<file path="src/rtl/core/lec_ram.sv">
// ----------------------------------------------------------------------------
// lec_ram
// Generic single-write, single-read RAM with registered read data.
// ----------------------------------------------------------------------------
module lec_ram #(
    parameter int W     = 16,
    parameter int DEPTH = 160,
    localparam int AW   = (DEPTH > 1) ? $clog2(DEPTH) : 1
) (
    input  logic          i_clk,
    input  logic          i_we,
    input  logic [AW-1:0] i_waddr,
    input  logic [W-1:0]  i_wdata,
    input  logic [AW-1:0] i_raddr,
    output logic [W-1:0]  o_rdata
);

    logic [W-1:0] r_mem [DEPTH];
    logic [W-1:0] r_rdata;

    always_ff @(posedge i_clk) begin
        if (i_we) begin
            r_mem[i_waddr] <= i_wdata;
        end
        r_rdata <= r_mem[i_raddr];
    end

    assign o_rdata = r_rdata;

endmodule

</file>
<file path="config.mk">
export PLATFORM = sky130hd
export DESIGN_NAME = lec_ram
export DESIGN_NICKNAME = d
export VERILOG_FILES = /design/src/rtl/core/lec_ram.sv
export SDC_FILE = /design/constraint.sdc
export NUM_CORES = 2
export LEC_CHECK = 0
export BUFFER_PORTS_ARGS = -buffer_cell sky130_fd_sc_hd__buf_2
export CORE_ASPECT_RATIO = 1.1
export CORE_MARGIN = 4
export CORE_UTILIZATION = 45
export CTS_BUF_LIST = sky130_fd_sc_hd__clkbuf_8
export DETAILED_ROUTE_END_ITERATION = 10
export GPL_TIMING_DRIVEN = 0
export SYNTH_ARGS = -nofsm -noshare
export SYNTH_HDL_FRONTEND = slang
export SYNTH_SLANG_ARGS = --single-unit
</file>
<file path="constraint.sdc">
create_clock -name i_clk -period 2.7 [get_ports i_clk]
set_input_delay 0.27 -clock i_clk [delete_from_list [all_inputs] [get_ports i_clk]]
set_output_delay 0.27 -clock i_clk [all_outputs]
set_load 0.02 [all_outputs]
</file>
# Word-level counts from Yosys, hierarchy flattened
# Memory sizes are Yosys's and may differ from the RTL's. A register that Yosys moved wholly into a read port is not among the register bits.
# Index checks and enable logic that the tools add are counted.
[word_totals] ff_bits=0 ram_bits=2560 in_bits=34 output_inout_bits=16 word_cells=3 memories=1
[memory_table] name="r_mem" words=160 word_bits=16 rd=1 rd_clocked_by_memory_dff=1 write_ports=1 line="18" source="logic [W-1:0] r_mem [DEPTH];"
[classes] muxes=2
[op_table] operator="1-bit two-way mux" count=2

# Longest topological paths before layout
[logic_depth] depth_word=2 depth_mapped=12 mapped_depth_nobuf=6

# Worst setup path after synthesis
# Ideal clock, no wire load.
[synth_timing] kind="input to register" from="in i_waddr[0]" to="mem r_mem[45][0], enable pin" arrival_ns=1.919 slack_ns=0.392 path_stages=5 cell_sequence="clkbuf_1 nor2b_1 clkbuf_1 nand4_1 nor2_1"
[synth_rtl] item="start: declaration" line="12" source="input logic [AW-1:0] i_waddr,"
[synth_rtl] item="end: declaration" line="18"
# No word-level cell before the write port.

==> results.yml <==
routing:
  routed_via_density: 6.66
  vias: 55500
  drc: 0
  drtIter0Drc: 10500
  wl_per_cell_um: 46.2
  dr.pass1.iters: 7
  final_antenna_net_count: 0
  drt_wl_total_um: 385000
final_layout:
  area_growth_pct: 17.1
  utilization_pct: 53.0
  multi_input_area_um2: 21400
  drive_above_1_share_pct: 33.5
  fin_nets: 5132
  seqCellArea_um2: 77200
  fillers: 16800
setup_path:
  worstPathMaxFanout: 10
  arrival_ns: 4.08
  crit_required_ns: 3.74
  crit_type: "primary input to flip-flop"
  end_kind: "flip-flop"
  startpoint_type: "primary input"
grt:
  grt_pass1_vias: 53100
  grt_overflow_total: 0
  grt_use_total_pct: 34.0
  grt_pass1_wl_um: 502000
  grt_antenna_before_repair: 34
  grt_start_max_net_pins: 112
cts:
  cts_tree: "done"
  root_buffer: "clkbuf_8"
  htree_levels: 5
  clk-insertion-delay-late_ns: 1.17
  cts_buffers: 420
  clock-sinks: 2576
  cts_buffer_depth: 4
  clk_pin_slew_worst_paths_ns: 0.07
timing:
  finalCritPeriodShare_pct: 113
  finalMaxSlewViolations: 16
  hold_ws_ns: 0.0881
  fin_skew_ns: 0.0930
  worst_pin_slew_ns: 1.58
  min_period_ns: 3.04
  fin_ws_ns: -0.340
  setup_viol: 317
  rsz0062_at_grt: "yes"
  fmax_ghz: 0.329
  slew_headroom_pct: -5.78
  final_hold_viol_count: 0
floorplanning:
  initial_core_util_pct: 45.3
  die_h_um: 500
  core_um2: 219000
  floorplan.rows: 180
  pin_count: 50
  dieWidth_um: 455
  die_area_um2: 228000
power_and_ir_drop:
  leakagePower_nw: 36.8
  p_total_mw: 81.5
  vdd_drop_max_mv: 0.574
  pwr_density_cell_nw_per_um2: 703
yosys:
  syn_inst: 4422
  yosysWarningCount: 0
  synth-edff-count: 2560
  yosys.cell_types.count: 59
  syn_area_per_cell_um2: 22.4
  synth_flop_cell: "edfxtp_1"
  ys_seq_elements: 2576
  synth_fp_nets: 4456
  syn_area_um2: 99000
  async_flop_share_pct: 0
  seq_area_frac_synth_pct: 78.0
run_status:
  status: "complete, but fails checks"
  violations: "capacitance limit, slew limit, setup timing"
min_path:
  hold_path.class: "primary input to flip-flop"
placement:
  io_buffers: 39
  hpwlAfterDp_um: 259000
  place.gp.congestion: 1.07
job:
  drv_cap: 4
[kinds of logic after synthesis]
| family | after synthesis | synth area share (%) |
|---|---|---|
| buffers and inverters | 249 | 1.41 |
| AOI/OAI and AO/OA | 276 | 1.97 |
| and+or+nand+nor | 499 | 2.25 |
| muxes | 822 | 16.4 |
| DFF | 2576 | 78.0 |
[placed cells by master, fill, tap and decap left out, drive strengths merged, types with 27 or more instances in the layout]
| cell type | instances |
|---|---|
| nor2 | 195 |
| o22ai | 49 |
| clkinv | 134 |
| a21oi | 34 |
| nand3 | 43 |
| edfxtp | 2560 |
| mux4 | 638 |
| inv | 136 |
| a211oi | 27 |
| clkbuf | 511 |
| dlygate4sd3 | 30 |
| buf | 391 |
| mux2i | 167 |
| nor2b | 27 |
| a22oi | 48 |
| nand2 | 135 |
[critical path, stage by stage]
cell	delay (ns)
buf_4	0.32
buf_4	0.51
buf_2	0.63
nor2b_2	0.70
a22oi_1	0.16
a31oi_1	0.52
nor4_1	0.11
nor2_1	0.40
o22a_1	0.38
[Yosys cell counts, types with 21 or more instances]
cell type	n	area, um^2
edfxtp_1	2560	76900
mux4_2	638	14400
nor2_1	195	732
mux2i_1	167	1670
nand2_1	135	507
clkbuf_1	79	297
buf_2	67	335
buf_4	56	420
o22ai_1	49	307
a22oi_1	48	360
nand3_1	43	215
a21oi_1	34	170
a211oi_1	27	203
nor2b_1	27	169
buf_1	22	82.6
nand4_1	22	138
buf_6	21	236
[registers in the layout (all words and copies together), names as in the netlist]
| name | flops |
|---|---|
| o_rdata | 16 |
| r_mem | 2560 |
[final timing paths]
| kind | end | slack (ns) | cells past startpoint | startpoint |
|---|---|---|---|---|
| min | r_mem[77][15] | 0.09 | 4 | i_waddr[3] |
| min reg2reg | o_rdata[12] | 1.17 | 5 | r_mem[56][12] |
| max reg2reg | o_rdata[4] | -0.07 | 6 | r_mem[116][4] |
| max | o_rdata[0] | -0.34 | 9 | i_raddr[1] |
[cell type report]
class                      instances  area share [%]
sequential                      2576            66.6
multi-input combinational       1597            18.4
clock buffer                     433            5.14
timing repair buffer             254            3.54
tap                             2912            3.14
buffer                           246            1.79
clock inverter                   290            1.31
antenna                           25          0.0540
inverter                           3          0.0130
[routing by layer]
| metal | vias up | part of all wire [%] | track usage (%) |
|---|---|---|---|
| met1 | 29700 | 35 | 45.1 |
| met4 | 16 | 8.0 | 22.1 |
| met2 | 4663 | 44 | 49.0 |
| met5 | - | 0.028 | 0 |
| li1 | 20200 | - | - |
| met3 | 966 | 13 | 10.1 |
[power breakdown]
group | leakage [nW] | switching (mW) | internal, mW | total (mW)
registers | 23.1 | 0.0276 | 44.1 | 44.1
logic | 9.34 | 4.21 | 1.67 | 5.87
clock network | 4.31 | 15.6 | 16.0 | 31.5
[timing repair]
action,CTS,global route
buffers inserted,6,0
hold buffers,30,0
pin swaps,15,3
endpoints found under the setup margin,40,77
endpoints found under the hold margin,2369,0
resized for setup,292,22
[stage by stage]
step | TNS, ns | instances | worst slack [ns] | area [um^2]
after floorplan | 0 | 4422 | 0.392 | 99000
after global placement | -4916.11 | 7373 | -4.08 | 103000
final | -25.78 | 8336 | -0.340 | 116000
after CTS | 0 | 8311 | 0.000467 | 116000
after detailed placement | -1435.67 | 7552 | -3.15 | 107000
after global routing | -2.23 | 8323 | -0.0898 | 116000
Note: power is estimated with default switching activity, not from simulation.
